File: config.mk
export PLATFORM = sky130hd
export DESIGN_NAME = cvg_phase_div
export DESIGN_NICKNAME = d
export VERILOG_FILES = /design/src/rtl/cvg_pkg.sv /design/src/rtl/cvg_phase_div.sv
export SDC_FILE = /design/constraint.sdc
export NUM_CORES = 1
export LEC_CHECK = 0
export ABC_AREA = 1
export ABC_CLOCK_PERIOD_IN_PS = 3100
export BUFFER_PORTS_ARGS = -buffer_cell sky130_fd_sc_hd__buf_2
export CAP_MARGIN = 25
export CORE_MARGIN = 5
export CORE_UTILIZATION = 50
export DETAILED_ROUTE_END_ITERATION = 8
export PLACE_DENSITY = 0.68
export SYNTH_ARGS = -nofsm -noshare
export SYNTH_HDL_FRONTEND = slang
export SYNTH_SLANG_ARGS = --single-unit
File: constraint.sdc
create_clock -name i_clk -period 3.1 [get_ports i_clk]
set_clock_uncertainty 0.1 [all_clocks]
set_input_delay 0.465 -clock i_clk [delete_from_list [all_inputs] [get_ports i_clk]]
set_output_delay 0.465 -clock i_clk [all_outputs]
set_load 0.005 [all_outputs]
File: src/rtl/cvg_pkg.sv
// Shared types and constants for the cylinder vertex generator.
// No dependencies; the divider, sine lane, sequencer, top level and bench refer to it by scoped names.
package cvg_pkg;

    localparam int MAX_SIDES = 4096;
    localparam int N_W       = 13;              // side count / edge index width
    localparam int IDX_W     = 12;              // side index width
    localparam int PHASE_W   = 16;              // 65536 phase units per turn
    localparam int NUM_W     = N_W + PHASE_W;   // dividend width of the phase divide
    localparam int DIV_STEPS = NUM_W;           // one quotient bit per stage
    localparam int SIN_LAT   = 8;               // stages of one sine lane
    localparam int PIPE_LAT  = DIV_STEPS + SIN_LAT;
    localparam int CFG_W     = 16;
    localparam int CFG_AW    = 2;
    localparam int POS_W     = 17;
    localparam int NORM_W    = 16;
    localparam int CNT_W     = 4;

    // Register indexes
    localparam logic [CFG_AW-1:0] CFG_HEIGHT = 2'd0;
    localparam logic [CFG_AW-1:0] CFG_RADIUS = 2'd1;
    localparam logic [CFG_AW-1:0] CFG_SIDES  = 2'd2;

    localparam logic [CFG_W-1:0] HEIGHT_RST = 16'd512;
    localparam logic [CFG_W-1:0] RADIUS_RST = 16'd256;
    localparam logic [N_W-1:0]   SIDES_RST  = 13'd1024;

    localparam logic [N_W-1:0]  SIDES_MAX = N_W'(MAX_SIDES);
    localparam logic [N_W-1:0]  SIDES_MIN = 13'd1;

    localparam logic signed [NORM_W-1:0] Q14_ONE  = 16'sd16384;
    localparam logic signed [NORM_W-1:0] Q14_MONE = -16'sd16384;
    localparam logic [PHASE_W-1:0]       QUARTER  = 16'd16384;

    // Q30 Taylor coefficients of sin(pi/2 x)
    localparam logic [30:0] C1 = 31'd1686629713;
    localparam logic [30:0] C3 = 31'd693598668;
    localparam logic [30:0] C5 = 31'd85569306;
    localparam logic [30:0] C7 = 31'd5026995;
    localparam logic [30:0] C9 = 31'd172272;

    localparam logic [CNT_W-1:0] VTX_LAST = 4'd11;

    typedef struct packed {
        logic signed [POS_W-1:0]  xa;
        logic signed [POS_W-1:0]  za;
        logic signed [POS_W-1:0]  xb;
        logic signed [POS_W-1:0]  zb;
        logic signed [NORM_W-1:0] sa;
        logic signed [NORM_W-1:0] ca;
        logic signed [NORM_W-1:0] sb;
        logic signed [NORM_W-1:0] cb;
    } t_slice;

    // One Horner step: c - round(p * x2 / 2^30)
    function automatic logic [30:0] horner_step(logic [30:0] c, logic [30:0] p,
                                                logic [30:0] x2);
        logic [61:0] prod;
        prod = 62'(p) * 62'(x2) + 62'(64'd1 << 29);
        return c - prod[60:30];
    endfunction

endpackage

File: src/rtl/cvg_phase_div.sv
// Pipelined restoring divider: phase = floor(k * 65536 / n) mod 65536.
// Depends on cvg_pkg.
module cvg_phase_div (
    input  logic                          i_clk,
    input  logic                          i_en,
    input  logic [cvg_pkg::N_W-1:0]       i_k,
    input  logic [cvg_pkg::N_W-1:0]       i_divisor,
    output logic [cvg_pkg::PHASE_W-1:0]   o_phase
);
    logic [cvg_pkg::N_W-1:0]     r_rem [cvg_pkg::DIV_STEPS];
    logic [cvg_pkg::NUM_W-1:0]   r_num [cvg_pkg::DIV_STEPS];
    logic [cvg_pkg::PHASE_W-1:0] r_q   [cvg_pkg::DIV_STEPS];

    genvar s;
    for (s = 0; s < cvg_pkg::DIV_STEPS; s++) begin : g_step
        logic [cvg_pkg::N_W-1:0]     w_rem;
        logic [cvg_pkg::NUM_W-1:0]   w_num;
        logic [cvg_pkg::PHASE_W-1:0] w_q;
        logic [cvg_pkg::N_W:0]       w_t;
        logic                        w_ge;

        if (s == 0) begin : g_first
            assign w_rem = '0;
            assign w_num = {i_k, {cvg_pkg::PHASE_W{1'b0}}};
            assign w_q   = '0;
        end else begin : g_next
            assign w_rem = r_rem[s-1];
            assign w_num = r_num[s-1];
            assign w_q   = r_q[s-1];
        end

        // shift in one dividend bit, subtract when it fits
        assign w_t  = {w_rem, w_num[cvg_pkg::NUM_W-1]};
        assign w_ge = w_t >= {1'b0, i_divisor};

        always_ff @(posedge i_clk) begin
            if (i_en) begin
                r_rem[s] <= w_ge ? cvg_pkg::N_W'(w_t - {1'b0, i_divisor})
                                 : w_t[cvg_pkg::N_W-1:0];
                r_num[s] <= {w_num[cvg_pkg::NUM_W-2:0], 1'b0};
                r_q[s]   <= {w_q[cvg_pkg::PHASE_W-2:0], w_ge};
            end
        end
    end

    assign o_phase = r_q[cvg_pkg::DIV_STEPS-1];
endmodule

# Word-level counts from Yosys, hierarchy flattened
# Memory sizes are Yosys's and may differ from the RTL's.
# Cells that the tools add are included.
# totals
register_bits,0
ramBits,1653
in_bits,28
out_inout_bits,16
n_memories,3
# mem_list
name,words,width,read_ports,rd_ports_with_merged_regs,wr,line_no,rtl
r_num,29,28,28,0,29,cvg_phase_div.sv:11,logic [cvg_pkg::NUM_W-1:0] r_num [cvg_pkg::DIV_STEPS];
r_q,29,16,29,0,29,cvg_phase_div.sv:12,logic [cvg_pkg::PHASE_W-1:0] r_q [cvg_pkg::DIV_STEPS];
r_rem,29,13,28,0,29,cvg_phase_div.sv:10,logic [cvg_pkg::N_W-1:0] r_rem [cvg_pkg::DIV_STEPS];
# classes
n_addsub,29
n_lt_le_gt_ge,29
n_mux,31
# ops
cell,n
14-bit by 13-bit >= comparator with 1-bit output,28
13-bit two-way mux,29
13-bit subtractor,28
1-bit by 13-bit >= comparator with 1-bit output,1
1-bit by 13-bit subtractor with 13-bit output,1
1-bit two-way mux,2

# Logic depth before layout (Yosys ltp)
# An unclocked memory read counts as a cell.
# depth
depth_word,3
mapped_depth,13
ltp_nobuf,12

# Worst setup path after synthesis
# OpenSTA, ideal clock, no wires.
# synth_path
path_kind,input -> register
from,input i_divisor[1] (netlist bit)
to,"memory r_rem[1][24] (netlist bit), data pin"
arrival_time_ns,2.788
required_ns,2.747
slack_ns,-0.041
cell_stages,12
path_cell_list,inv_1 ha_1 ha_1 inv_1 nor2_1 nand2_1 nor2_1 nor2_1 nand3_2 buf_6 nand3_1 nand2_1
# synth_rtl
element,line_no,rtl
"start, declared",cvg_phase_div.sv:7,"input logic [cvg_pkg::N_W-1:0] i_divisor,"
"end, declared",cvg_phase_div.sv:10,

==> results.cfg <==
[status]
outcome = complete, no violations

[floorplan]
start_util_pct = 50.5
die_x_um = 312
rows = 110
fp.coreArea_mm2 = 0.0901
die_h_um = 312
ios = 44
die_area_mm2 = 0.0971

[placement]
gp_congestion = 0.937
dp_hpwl_mm = 80.9
dpl-instance-area_mm2 = 0.0474
preCtsSetupSlack_ns = 0.0332
io_buffers = 43

[grt]
grt_pass1_wl_mm = 181
grt_pass1_vias = 36745
grt_usage_pct = 22.4
gr-total-overflow = 0
antenna_found_initial = 0
grt_max_degree = 90

[cells_and_area]
final_nets = 6581
num-fill-cells = 8259
fin_util_pct = 55.3
final_area_mm2 = 0.0499
antennaDiodeCount = 0
regArea_mm2 = 0.0174
multi_input_area_mm2 = 0.0229
drive_above_1_share_pct = 7.14
synthToLayoutAreaGrowth_pct = 9.64

[worst_setup_path]
r2r_start = r_num[0][27]
worstSetupStartpointType = flop
crit_cells = 9
cp_slowest_stage_delay_ns = 0.44
cpMaxStageDelayCell = edfxtp_1
rr_worst_depth = 9
r2r_setup_slack_ns = 0.60
critPathTopFamily = simple AND/OR/NAND/NOR gates
worstPathCellList = inv_1, ha_1, fa_1, inv_1, nand2_1, nand3_1, nand2_2, nand3_2, o21ai_0
cp.arrival_ns = 2.75
critical_path_buf_inv_count = 2
r2r_end = r_rem[0][15]
critPathCaptureType = flop
worst-setup-path-type = reg2reg
crit_top_cell = inv_1
critPathRequiredTime_ns = 3.35
critPathMaxFanout = 20

[timing]
setup_tns_ns = 0
rsz0062_at_grt = no
setup_viol = 0
clock.fmax_ghz = 0.400
slew_headroom_pct = 62.2
fin_crit_sh_pct = 80.6
timing_hold_violations_final = 0
maxSlewViolCount = 0
layout_setup_ws_ns = 0.600
timing.final.crit_period_ns = 2.50
worst_slew_pin_slew_ns = 0.566

[cts]
cts-root-buf = clkbuf_16
tritoncts = yes
cts.sinks = 578
clock_latency_ns = 0.63
htreeDepth = 3
cts_buffer_depth = 3
path_clk_slew_ns = 0.06
ctsResizeCount = 0
numCtsBuffers = 70

[logic_synthesis]
synth_seq_cells = 578
synth_area_leader_cell = edfxtp_1
syn_avg_cell_area_um2 = 7.53
syn_inst = 6041
syn_area_mm2 = 0.0455
synth_cell_types = 38
yosysMostFrequentCell = nand2_1
yosysTopAreaCellShare_pct = 38.1
synth_edf_count = 578
synthesis.nets = 6461
synth_commonest_cells = nand2_1, inv_1, edfxtp_1, nand3_1, ha_1
synthFlopType = edfxtp_1
synth_warnings = 0
ys_seq_area_share_pct = 38.1
synthArstFlopShare_pct = 0
synthTopCellsByArea = edfxtp_1, nand2_1, ha_1

[detailed_routing]
drtPass1Iterations = 6
drt_iter0_drc = 3037
vias_per_cell = 5.17
wl_per_cell_um = 14.8
vias = 38232
drc = 0
finalWirelength_mm = 109
ant_nets = 0

[flow_run]
drv.max_cap_violation_count = 0

[min_path]
min-delay-start = i_k[12]
worstHoldPathCells = 3
hold_path.class = in2reg
min_to = r_rem[0][0]

[power_and_ir_drop]
p_seq_share_pct = 29.9
pwr-share-clk_pct = 17.4
p_sw_share_pct = 44.6
p_per_area_mw_per_mm2 = 965
combPwrFrac_pct = 52.7
irDropWorstVdd_v = 0.000505
p_switching_mw = 21.5
p_leak_nw = 26.0
internal_power_mw = 26.7
cell usage in the layout, fill, tap and decap left out, types with 40 or more instances in the layout:
| master | netlist | routed |
|---|---|---|
| buf_2 | 23 | 42 |
| buf_4 | 12 | 41 |
| clkbuf_16 | 0 | 70 |
| nand3_1 | 448 | 448 |
| nand4_1 | 279 | 279 |
| a21oi_1 | 109 | 109 |
| nand3_2 | 50 | 50 |
| inv_1 | 1187 | 1174 |
| edfxtp_1 | 578 | 578 |
| nand2_1 | 2136 | 2136 |
| xor2_1 | 143 | 143 |
| nor2_1 | 290 | 290 |
| ha_1 | 365 | 365 |
| o21ai_1 | 121 | 121 |
| nand2_2 | 40 | 40 |
| o21ai_0 | 44 | 44 |
logic make-up (layout without fill, tap and decap cells):
group	count (synthesis)	after routing	synth area share [%]
adder cells (fa/ha/maj)	392	392	11.2
AO/OA/AOI/OAI	321	321	4.26
AND/OR/NAND/NOR	3320	3320	31.9
XOR/XNOR	155	155	2.98
buffers and inverters	1275	1450	11.4
flip-flops	578	578	38.1
cell type report:
class,instances,area share (%)
repair buffers,128,2.59
clock buffers,78,3.57
clock inverters,49,1.11
well taps,1176,2.95
inverters,1195,9.00
multi-input cells,4188,46.0
flip-flops and latches,578,34.8
worst register-to-register path, cell delays in order (launching register included):
cell,delay [ns]
edfxtp_1,0.44
inv_1,0.10
ha_1,0.22
fa_1,0.41
inv_1,0.12
nand2_1,0.06
nand3_1,0.13
nand2_2,0.13
nand3_2,0.35
o21ai_0,0.16
state kept, by name (all words and copies together) (netlist names):
register,cells
r_q,136
r_rem,364
r_num,78
power groups by stage:
stage	registers, mW	clock network [mW]	logic, mW
3_3_place_gp	14.5	0	24.6
4_1_cts	14.4	8.62	25.3
6_report	14.4	8.37	25.4
5_1_grt	14.6	8.94	29.3
3_5_place_dp	14.4	0	25.1
2_1_floorplan	13.6	0	20.7
repair_timing:
item | 4_1_cts | 5_1_grt
hold buffers | 12 | 0
setup buffers | 0 | 0
endpoints found under the hold margin | 12 | 0
how the worst max path moves through the flow:
stage | startpoint | endpoint | slack (ns)
6_report | r_num[0][27] | r_rem[0][15] | 0.60
5_1_grt | r_rem[0][97] | r_rem[0][108] | 0.44
4_1_cts | r_num[0][27] | r_rem[0][13] | 0.58
3_5_place_dp | i_divisor[0] | r_rem[1][139] | 0.03
3_3_place_gp | i_divisor[0] | r_rem[1][137] | 0.09
2_1_floorplan | i_divisor[1] | r_rem[1][151] | 0.12
through the flow:
| step | cells | power (mW) | hold slack, ns |
|---|---|---|---|
| 6_report | 7392 | 48.1 | 0.0919 |
| 5_1_grt | 7392 | 52.8 | 0.109 |
| 4_1_cts | 7392 | 48.3 | 0.0550 |
| 3_5_place_dp | 7253 | 39.6 | 0.305 |
| 3_3_place_gp | 7253 | 39.1 | 0.301 |
| 2_1_floorplan | 6041 | 34.3 | 0.300 |
routing by layer:
metal / part of all wire (%) / GRT usage, % / wire [um] / up-vias
met2: 46 / 37.6 / 50200 / 888
li1: - / - / - / 19747
met4: 3.0 / 7.20 / 3320 / 0
met3: 5.2 / 2.84 / 5700 / 211
met1: 46 / 30.3 / 50200 / 17386
met5: 0 / 0 / 0 / -
Power figures use the tool's default switching activity.
