## config.mk

```make
export PLATFORM = sky130hd
export DESIGN_NAME = cvg_vertex_seq
export DESIGN_NICKNAME = d
export VERILOG_FILES = /design/src/rtl/cvg_pkg.sv /design/src/rtl/cvg_vertex_seq.sv
export SDC_FILE = /design/constraint.sdc
export NUM_CORES = 1
export LEC_CHECK = 0
export BUFFER_PORTS_ARGS = -buffer_cell sky130_fd_sc_hd__buf_2
export CORE_UTILIZATION = 46
export CTS_CLUSTER_DIAMETER = 120
export DETAILED_ROUTE_END_ITERATION = 8
export GPL_ROUTABILITY_DRIVEN = 0
export PLACE_DENSITY = 0.82
export SLEW_MARGIN = 20
export SYNTH_ARGS = -nofsm -noshare
export SYNTH_HDL_FRONTEND = slang
export SYNTH_SLANG_ARGS = --single-unit
export TNS_END_PERCENT = 20
```

## constraint.sdc

```tcl
create_clock -name i_clk -period 1.8 [get_ports i_clk]
set_input_delay 0 -clock i_clk [delete_from_list [all_inputs] [get_ports i_clk]]
set_output_delay 0 -clock i_clk [all_outputs]
set_load 0.02 [all_outputs]
```

## src/rtl/cvg_pkg.sv

```systemverilog
// Shared types and constants for the cylinder vertex generator.
// No dependencies; the divider, sine lane, sequencer, top level and bench refer to it by scoped names.
package cvg_pkg;

    localparam int MAX_SIDES = 4096;
    localparam int N_W       = 13;              // side count / edge index width
    localparam int IDX_W     = 12;              // side index width
    localparam int PHASE_W   = 16;              // 65536 phase units per turn
    localparam int NUM_W     = N_W + PHASE_W;   // dividend width of the phase divide
    localparam int DIV_STEPS = NUM_W;           // one quotient bit per stage
    localparam int SIN_LAT   = 8;               // stages of one sine lane
    localparam int PIPE_LAT  = DIV_STEPS + SIN_LAT;
    localparam int CFG_W     = 16;
    localparam int CFG_AW    = 2;
    localparam int POS_W     = 17;
    localparam int NORM_W    = 16;
    localparam int CNT_W     = 4;

    // Register indexes
    localparam logic [CFG_AW-1:0] CFG_HEIGHT = 2'd0;
    localparam logic [CFG_AW-1:0] CFG_RADIUS = 2'd1;
    localparam logic [CFG_AW-1:0] CFG_SIDES  = 2'd2;

    localparam logic [CFG_W-1:0] HEIGHT_RST = 16'd512;
    localparam logic [CFG_W-1:0] RADIUS_RST = 16'd256;
    localparam logic [N_W-1:0]   SIDES_RST  = 13'd1024;

    localparam logic [N_W-1:0]  SIDES_MAX = N_W'(MAX_SIDES);
    localparam logic [N_W-1:0]  SIDES_MIN = 13'd1;

    localparam logic signed [NORM_W-1:0] Q14_ONE  = 16'sd16384;
    localparam logic signed [NORM_W-1:0] Q14_MONE = -16'sd16384;
    localparam logic [PHASE_W-1:0]       QUARTER  = 16'd16384;

    // Q30 Taylor coefficients of sin(pi/2 x)
    localparam logic [30:0] C1 = 31'd1686629713;
    localparam logic [30:0] C3 = 31'd693598668;
    localparam logic [30:0] C5 = 31'd85569306;
    localparam logic [30:0] C7 = 31'd5026995;
    localparam logic [30:0] C9 = 31'd172272;

    localparam logic [CNT_W-1:0] VTX_LAST = 4'd11;

    typedef struct packed {
        logic signed [POS_W-1:0]  xa;
        logic signed [POS_W-1:0]  za;
        logic signed [POS_W-1:0]  xb;
        logic signed [POS_W-1:0]  zb;
        logic signed [NORM_W-1:0] sa;
        logic signed [NORM_W-1:0] ca;
        logic signed [NORM_W-1:0] sb;
        logic signed [NORM_W-1:0] cb;
    } t_slice;

    // One Horner step: c - round(p * x2 / 2^30)
    function automatic logic [30:0] horner_step(logic [30:0] c, logic [30:0] p,
                                                logic [30:0] x2);
        logic [61:0] prod;
        prod = 62'(p) * 62'(x2) + 62'(64'd1 << 29);
        return c - prod[60:30];
    endfunction

endpackage

```

## src/rtl/cvg_vertex_seq.sv

```systemverilog
// Output stage: holds one finished slice and emits its twelve vertices.
// Depends on cvg_pkg.
module cvg_vertex_seq (
    input  logic                               i_clk,
    input  logic                               i_rst_n,
    input  logic                               i_load,
    input  cvg_pkg::t_slice                    i_slice,
    input  logic [15:0]                        i_height,
    input  logic                               i_out_stall,
    output logic                               o_take,
    output logic                               o_out_valid,
    output logic signed [cvg_pkg::POS_W-1:0]   o_pos_x,
    output logic signed [15:0]                 o_pos_y,
    output logic signed [cvg_pkg::POS_W-1:0]   o_pos_z,
    output logic signed [cvg_pkg::NORM_W-1:0]  o_norm_x,
    output logic signed [cvg_pkg::NORM_W-1:0]  o_norm_y,
    output logic signed [cvg_pkg::NORM_W-1:0]  o_norm_z,
    output logic                               o_vertex_last
);
    logic                    r_busy;
    logic [cvg_pkg::CNT_W-1:0] r_cnt;
    cvg_pkg::t_slice         r_slice;
    logic                    n_adv;
    logic                    n_last;
    logic signed [15:0]      n_top, n_bot;

    assign n_adv  = r_busy && !i_out_stall;
    assign n_last = r_cnt == cvg_pkg::VTX_LAST;
    assign o_take = !r_busy || (n_adv && n_last);
    assign n_top  = signed'({1'b0, i_height[15:1]});
    assign n_bot  = -n_top;

    // step through the slice; load a new one when idle or on the last vertex
    always_ff @(posedge i_clk) begin
        if (!i_rst_n) begin
            r_busy <= 1'b0;
            r_cnt  <= '0;
        end else if (i_load) begin
            r_busy <= 1'b1;
            r_cnt  <= '0;
        end else if (n_adv && n_last) begin
            r_busy <= 1'b0;
        end else if (n_adv) begin
            r_cnt <= r_cnt + 1'b1;
        end
    end

    always_ff @(posedge i_clk) begin
        if (i_load) begin
            r_slice <= i_slice;
        end
    end

    assign o_out_valid   = r_busy;
    assign o_vertex_last = n_last;

    // vertex table: top fan, two body triangles, bottom fan
    always_comb begin
        o_pos_x  = '0;
        o_pos_y  = n_top;
        o_pos_z  = '0;
        o_norm_x = '0;
        o_norm_y = cvg_pkg::Q14_ONE;
        o_norm_z = '0;
        case (r_cnt)
            4'd1: begin
                o_pos_x = r_slice.xa; o_pos_z = r_slice.za;
            end
            4'd2: begin
                o_pos_x = r_slice.xb; o_pos_z = r_slice.zb;
            end
            4'd3, 4'd7: begin
                o_pos_x = r_slice.xb; o_pos_z = r_slice.zb;
                o_norm_x = r_slice.sb; o_norm_y = '0; o_norm_z = r_slice.cb;
            end
            4'd4: begin
                o_pos_x = r_slice.xa; o_pos_z = r_slice.za;
                o_norm_x = r_slice.sa; o_norm_y = '0; o_norm_z = r_slice.ca;
            end
            4'd5, 4'd8: begin
                o_pos_x = r_slice.xa; o_pos_y = n_bot; o_pos_z = r_slice.za;
                o_norm_x = r_slice.sa; o_norm_y = '0; o_norm_z = r_slice.ca;
            end
            4'd6: begin
                o_pos_x = r_slice.xb; o_pos_y = n_bot; o_pos_z = r_slice.zb;
                o_norm_x = r_slice.sb; o_norm_y = '0; o_norm_z = r_slice.cb;
            end
            4'd9: begin
                o_pos_y = n_bot; o_norm_y = cvg_pkg::Q14_MONE;
            end
            4'd10: begin
                o_pos_x = r_slice.xb; o_pos_y = n_bot; o_pos_z = r_slice.zb;
                o_norm_y = cvg_pkg::Q14_MONE;
            end
            4'd11: begin
                o_pos_x = r_slice.xa; o_pos_y = n_bot; o_pos_z = r_slice.za;
                o_norm_y = cvg_pkg::Q14_MONE;
            end
            default: begin
                o_pos_y = n_top;
            end
        endcase
    end
endmodule

```

==> Word-level counts from Yosys, hierarchy flattened <==
Index checks and enable logic that the tools add are counted.
W data, S select, Z words.
{ "word_totals": {"register_bits": 137, "inputBits": 152, "output_inout_bits": 101, "wordCells": 48} }
{ "classes": {"add_sub_neg": 2, "n_eq_ne": 11, "mux": 8, "bitwise": 2, "reduce_logical": 15} }
{ "op_table": {"columns": ["op", "n"], "rows": [
  ["$pmux W16 S2", 3],
  ["$pmux W17 S2", 2],
  ["$eq A4 B3 Y1 const B", 4],
  ["$eq A4 B4 Y1 const B", 4],
  ["$mux W16", 1],
  ["$neg A15 Y16", 1],
  ["$reduce_or A6 Y1", 2],
  ["$reduce_or A5 Y1", 2],
  ["$reduce_or A3 Y1", 3],
  ["$eq A4 B2 Y1 const B", 2],
  ["$add A4 B1 Y4 const B", 1],
  ["$eq A4 B1 Y1 const B", 1],
  ["$logic_and A1 B1 Y1", 2],
  ["$logic_not A1 Y1", 2],
  ["$mux W1", 2],
  ["$not A1 Y1", 2],
  ["$reduce_and A2 Y1", 1],
  ["$reduce_bool A2 Y1", 1],
  ["$reduce_or A2 Y1", 1],
  ["$logic_or A1 B1 Y1", 1]
]} }

==> Logic depth before layout (Yosys ltp) <==
Gate-level depths: netlist of the first run.
{ "depth": {"word_depth": 5, "ltp_mapped": 7} }

==> Least setup slack after synthesis of the first run <==
Ideal clock, no wire load.
{ "synth_timing": {"kind": "reg2out", "from": "register r_cnt[1] in the netlist's numbering", "to": "output port o_pos_y[1]", "arrival_ps": 1789, "path_slack_ps": 11, "stages_incl_launch_ff": 7, "path_buffers": 1, "cell_sequence": "dfxtp_1 -> inv_1 -> ha_1 -> nor4_1 -> o22ai_1 -> buf_4 -> o21ai_0"} }
{ "synth_between": {"elab_chain_len": 3} }
{ "synth_lines": {"columns": ["element", "line", "text"], "rows": [
  ["start, declared", "cvg_vertex_seq.sv:21", "logic [cvg_pkg::CNT_W-1:0] r_cnt;"],
  ["start signal, assigned", "cvg_vertex_seq.sv:44", "r_cnt <= r_cnt + 1'b1;"],
  ["$eq A4 B4 Y1 / $eq A4 B3 Y1 (equally long branches)", "cvg_vertex_seq.sv:65", "case (r_cnt)"],
  ["$reduce_or A6 Y1 (no source line) *", null, null],
  ["$mux W16 *", "cvg_vertex_seq.sv:65", null],
  ["end, declared", "cvg_vertex_seq.sv:13", "output logic signed [15:0] o_pos_y,"]
]} }
Every way passes the cells marked *; elsewhere a longest branch is shown, timed or not.

==> Worst setup path after layout of the first run <==
{ "layout_timing": {"from": "register r_cnt[0] in the netlist's numbering", "to": "output port o_pos_y[14]"} }
Same word-level chain as after synthesis.

==> results of run 1 <==
per-layer routing:
layer	track usage, %	up-vias	part of all wire [%]
met5	0	-	0
met4	13.5	0	3.8
met3	6.53	54	7.3
met2	50.9	328	54
met1	30.0	2242	35
li1	-	2051	-
cell type report:
type	instances	area (um2)
Inverter	8	40.0
Antenna cell	1	2.50
Clock buffer	17	425
Fill cell	565	2180
Sequential cell	137	4070
Timing Repair Buffer	393	2970
Clock inverter	15	161
Multi-Input combinational cell	160	1390
Tap cell	143	179
power groups by stage:
stage / registers (W) / logic [W] / clock network (W)
after floorplan: 0.00388 / 0.000165 / 0
after global placement: 0.00389 / 0.000419 / 0
after detailed placement: 0.00390 / 0.000436 / 0
after CTS: 0.00384 / 0.000672 / 0.00347
after global routing: 0.00388 / 0.000781 / 0.00367
final: 0.00386 / 0.000740 / 0.00350
worst max path at each step:
stage	slack, ns	from	cells after the start	endpoint
detailed placement	0.007	r_cnt[1]	8	o_pos_y[9]
finish	-0.27	r_cnt[0]	8	o_pos_y[14]
floorplan	0.01	r_cnt[1]	6	o_pos_y[1]
global route	-0.36	r_cnt[1]	8	o_pos_y[14]
CTS	-0.25	r_cnt[0]	7	o_pos_z[9]
global placement	0.09	r_cnt[1]	8	o_pos_y[10]
cell families after synthesis:
kind of cell	after synthesis	synth area share, %
and+or+nand+nor	35	3.63
buffers and inverters	38	3.94
xor gates and xnor gates	15	2.43
AOI/OAI and AO/OA	91	13.6
other	1	0.0694
adders and majority gates	5	1.16
DFF	137	75.2
cell usage after synthesis:
cell type,instances
o31ai_1,3
nor4_1,2
a21oi_1,4
or3_4,1
inv_1,8
nand2_1,12
nor3_1,2
nor2b_1,1
xor2_1,1
a211oi_1,1
nor4_4,1
o41ai_1,1
o21ai_0,8
clkbuf_1,6
o31a_1,1
a21boi_0,1
dfxtp_1,5
nand3_1,2
nor2_1,6
or4_4,1
buf_4,16
o22ai_1,4
nand2b_1,3
o21bai_1,1
xnor2_1,14
edfxtp_1,132
conb_1,1
a22o_1,66
nand4_1,1
buf_2,8
ha_1,5
nand3b_1,2
o21ai_2,1
or3_1,1
worst register-to-register path, stage by stage, from the launching register on:
cell      delay [ns]
dfxtp_4         0.41
ha_4            0.18
buf_6           0.13
nand3b_1        0.17
o21ai_0         0.26
a21boi_0        0.14
state kept, by name, summed over array words and instances, names as in the netlist:
name,flops
r_cnt,4
r_slice,132
o_out_valid,1
what timing repair did:
action / CTS / global route
hold endpoints to repair: 154 / 0
gates cloned: 2 / 2
gates resized for setup: 25 / 64
hold buffers: 135 / 0
pin swaps: 5 / 18
setup endpoints to repair: 82 / 83
setup buffers: 4 / 2
metrics by stage:
| step | hold slack (ns) | cells |
|---|---|---|
| CTS | 0.273 | 870 |
| floorplan | 0.0989 | 335 |
| finish | 0.290 | 874 |
| detailed placement | 0.178 | 697 |
| global placement | 0.176 | 697 |
| global route | 0.290 | 874 |
==> reports/metrics.yaml, run 1 <==
yosys:
  synth_cell_types: 34
  synth_area_um2: 5410
  synth_area_leader_cell: "edfxtp_1"
  ys_warn_count: 0
  ys_seq_area_share_pct: 75.2
  syn_avg_cell_area_um2: 16.8
  synth_top_area_share_pct: 73.3
  ys_ff_latch: 137
  netlist_instances: 322
  synth_area_leaders: "edfxtp_1 73%, a22o_1 11%, xnor2_1 2.3%"
min_path:
  hp-start: "i_slice[78]"
  hold_path_class: "in2reg"
  holdPathEnd: "r_slice[78]"
  holdPathStages: 2
setup_path:
  startpoint_type: "flip-flop"
  cpMaxStageDelayCell: "dfxtp_4"
  required_ns: 1.80
  worst-path-buf-inv: 3
  cpLargestDelayFamily: "buffers and inverters"
  crit_arrival_ns: 2.07
  crit_path_max_fanout: 8
  crit_path_end_kind: "output pin"
  path_cells: "inv_6 > ha_4 > nor4_4 > o22ai_2 > buf_6 > o21ai_1 > xnor2_1 > buf_2"
  reg2reg_from: "r_cnt[0]"
  slowest_delay_ns: 0.41
  r2r-end: "o_out_valid"
  r2r_setup_slack_ns: 0.37
  path_class: "reg2out"
  worstRegToRegCells: 5
sta:
  finalCritPeriodShare_pct: 115
  period_needed_ns: 2.07
  rsz0062_at_grt: "true"
  fmax_mhz: 484
  slew_violations: 0
  setup_viol: 82
  hold_violations: 0
  tns_ns: -17.70
  finalClockSkew_ns: 0.00374
  finalWorstSetupSlack_ns: -0.267
power_and_ir_drop:
  powerDensity_nw_per_um2: 877
  swShare_pct: 22.9
  p_sw_w: 0.00186
  combPwrFrac_pct: 9.1
  p_leak_nw: 3.89
  pwr-share-seq_pct: 47.7
  irDropWorstVdd_mv: 0.652
  p_int_w: 0.00624
  power_w: 0.00810
  p_clk_share_pct: 43.2
finish:
  syn_to_final_growth_pct: 70.9
  drive_gt1_share_pct: 44.4
  final_cell_mix: "217 x buf_2, 135 x dlygate4sd3_1, 132 x edfxtp_1"
  final_common_cell: "buf_2"
  final_cell_area_um2: 9240
  final_nets: 874
  final_util_pct: 80.9
cts:
  cts_tree: "done"
  htreeDepth: 4
  clockBufferDepth: 2
  clk_latency_ns: 0.41
  cts-root-buf: "clkbuf_16"
  cts_buffers: 17
  clock-sinks: 137
  clkTransAtPathRegs_ns: 0.06
die:
  die_w_um: 110
  die_area_um2: 12200
  core_um2: 11400
  die_h_um: 110
  pin_count: 253
  num_rows: 39
  initial_utilization_pct: 47.3
placed_design:
  dp_slack_ns: 0.00715
  dpl.hpwl_um: 8400
  io_buffers: 237
  dpl_cell_area_um2: 6860
routing:
  drtAntennaViolNets: 0
  vias: 4675
  wl_per_cell_um: 20.3
  drt-pass1-iter-count: 5
  drcViolationCount: 0
  vias_per_cell: 5.35
  drtIter0Drc: 304
  drt_wl_total_um: 17800
grt:
  grt_max_degree: 65
  overflow: 0
  antenna_found_initial: 1
  grt_pass1_vias: 4878
  grt_first_pass_wirelength_um: 25700
  track_usage_pct: 27.8
flow_run:
  max-cap-violations: 0
run_status:
  status: "finished, violations left"
  violations: "setup timing"
Power figures use the tool's default switching activity.
==> run 2, diff against run 1 <==
==> constraint.sdc (replaced) <==
create_clock -name i_clk -period 1.8 [get_ports i_clk]
set_input_delay 0 -clock i_clk [delete_from_list [all_inputs] [get_ports i_clk]]
set_output_delay 0 -clock i_clk [all_outputs]
set_load 0.05 [all_outputs]
==> run 2 against run 1 <==
Compared with the run above: the flow still finishes with violations (setup timing); clock power increased by 5%; die area unchanged; clock skew decreased by 0.0020 ns; first-iteration DRC count increased by 25%; non-clock buffer count increased by 3; worst hold slack got worse by 0.26 ns; sequential share of layout area decreased by 1.8 points; design area increased by 4.1%; combinational power increased by 26%; via count increased by 1.0%; register-to-register slack about the same.
==> reports/metrics.yaml, run 2 (synthesis results as in run 1) <==
cts:
  htreeDepth: 4
  clkTransAtPathRegs_ns: 0.06
  cts_buffers: 17
  cts_tree: "done"
  clk_latency_ns: 0.40
  clock-sinks: 137
  clockBufferDepth: 2
  cts-root-buf: "clkbuf_16"
routing:
  met2WireLength_um: 10500
  highest_layer: "met4"
  drcViolationCount: 0
  wl_met1_um: 6430
  wl_per_cell_um: 21.8
  drtIter0Drc: 381
  drt_wl_total_um: 19100
  drt-pass1-iter-count: 4
  drtAntennaViolNets: 0
  vias: 4724
  dr_wl_met3_um: 1570
  vias_per_cell: 5.38
placed_design:
  dp_slack_ns: -0.172
  dpl.cell_count: 704
  dpl_cell_area_um2: 6980
  dpl.hpwl_um: 9010
  io_buffers: 237
setup_path:
  slowest_delay_ns: 0.38
  crit_arrival_ns: 2.14
  crit_path_max_fanout: 17
  crit_path_end_kind: "output pin"
  cpMaxStageDelayCell: "dfxtp_4"
  worst-path-buf-inv: 3
  required_ns: 1.80
  startpoint_type: "flip-flop"
  path_class: "reg2out"
  path_cells: "ha_2 > buf_4 > o21bai_1 > a21oi_4 > clkbuf_16 > a22o_1 > buf_6"
  cpLargestDelayFamily: "buffers and inverters"
power_and_ir_drop:
  powerDensity_nw_per_um2: 880
  p_leak_nw: 3.99
  irDropWorstVdd_mv: 0.684
die:
  initial_utilization_pct: 47.3
  die_h_um: 110
  die_area_um2: 12200
  core_um2: 11400
  num_rows: 39
  die_w_um: 110
  pin_count: 253
sta:
  finalClockSkew_ns: 0.00177
  hold_violations: 0
  slew_headroom_pct: 60.6
  rsz0062_at_grt: "true"
  fmax_mhz: 467
  period_needed_ns: 2.14
  finalWorstSetupSlack_ns: -0.340
  tns_ns: -20.51
  worst_pin_slew_ns: 0.584
  setup_viol: 82
  slew_violations: 0
  finalCritPeriodShare_pct: 119
run_status:
  violations: "setup timing"
  status: "finished, violations left"
min_path:
  hold_path_class: "in2reg"
grt:
  antenna_found_initial: 2
  track_usage_pct: 31.5
  grt_pass1_vias: 5180
  grt_max_degree: 61
  overflow: 0
  grt_first_pass_wirelength_um: 28900
finish:
  stdcell_count: 878
  final_cell_area_um2: 9620
  drive_gt1_share_pct: 45.6
  final_common_cell: "buf_2"
  syn_to_final_growth_pct: 78.0
  fill_cells: 517
  final_cell_mix: "152 x buf_2, 134 x dlygate4sd3_1, 132 x edfxtp_1"
  largest_register_ffs: 132
  regMostFlops: "r_slice"
  final_nets: 878
flow_run:
  max-cap-violations: 0
-- run 2: cell types whose count changed in the layout (fill, tap and decap cells not counted), sizes merged --
cell         change
bufbuf           -1
dlygate4sd3      -1
buf              +5
o22ai            +1
clkinv           +1
inv              -7
clkinvlp         +2
diode            +1
clkbuf           +1
bufinv           +2
-- run 2: where the power goes --
group / total (W) / switching [W] / internal, W
Combinational: 0.000929 / 0.000485 / 0.000443
Clock: 0.00366 / 0.00136 / 0.00230
Sequential: 0.00387 / 0.000104 / 0.00377
Total: 0.00847 / 0.00195 / 0.00652
-- run 2: worst register-to-register path, delay by kind of cell (launching register included) --
family	cells	cell delay [ns]
AND/OR/NAND/NOR	3	0.43
flip-flops	1	0.38
adder cells (fa/ha/maj)	1	0.22
buffers and inverters	1	0.15
XOR/XNOR	1	0.13
-- run 2: what timing repair did --
| item | in CTS | in global routing |
|---|---|---|
| hold buffers | 134 | 0 |
| hold endpoints to repair | 137 | 0 |
| pin swaps | 5 | 4 |
| endpoints found under the setup margin | 83 | 85 |
| setup buffers | 4 | 1 |
| gates resized for setup | 166 | 25 |
| gates cloned | 2 | 0 |
-- run 2: final timing paths --
kind | startpoint | to | slack (ns) | depth (start not counted)
hold reg to reg | o_out_valid | o_out_valid | 0.56 | 2
hold / removal | i_load | r_slice[83] | 0.03 | 1
setup reg to reg | r_cnt[1] | r_cnt[0] | 0.38 | 6
setup / recovery | r_cnt[1] | o_pos_x[2] | -0.34 | 7
-- run 2: per-stage QoR --
step	utilization, %	hold WS, ns	power [W]
after floorplan	-	0.0989	0.00419
after global placement	61.1	0.176	0.00445
after detailed placement	61.1	0.178	0.00449
after CTS	83.2	0.00106	0.00831
after global routing	84.3	0.0258	0.00866
final	84.3	0.0306	0.00847
-- run 2: layer usage --
layer / vias to the layer above / track usage [%]
met5: - / 0
met4: 0 / 13.2
met3: 45 / 7.90
met2: 337 / 58.4
met1: 2283 / 33.9
li1: 2059 / -
-- run 2: layout make-up --
type,count,area (um2),share of cell area [%]
multi-input combinational,161,1460,15.2
inverter,8,35.0,0.364
tap,143,179,1.86
sequential,137,4070,42.3
clock buffer,18,429,4.46
timing repair buffer,396,3260,33.9
clock inverter,13,178,1.85
antenna,2,5.00,0.0520
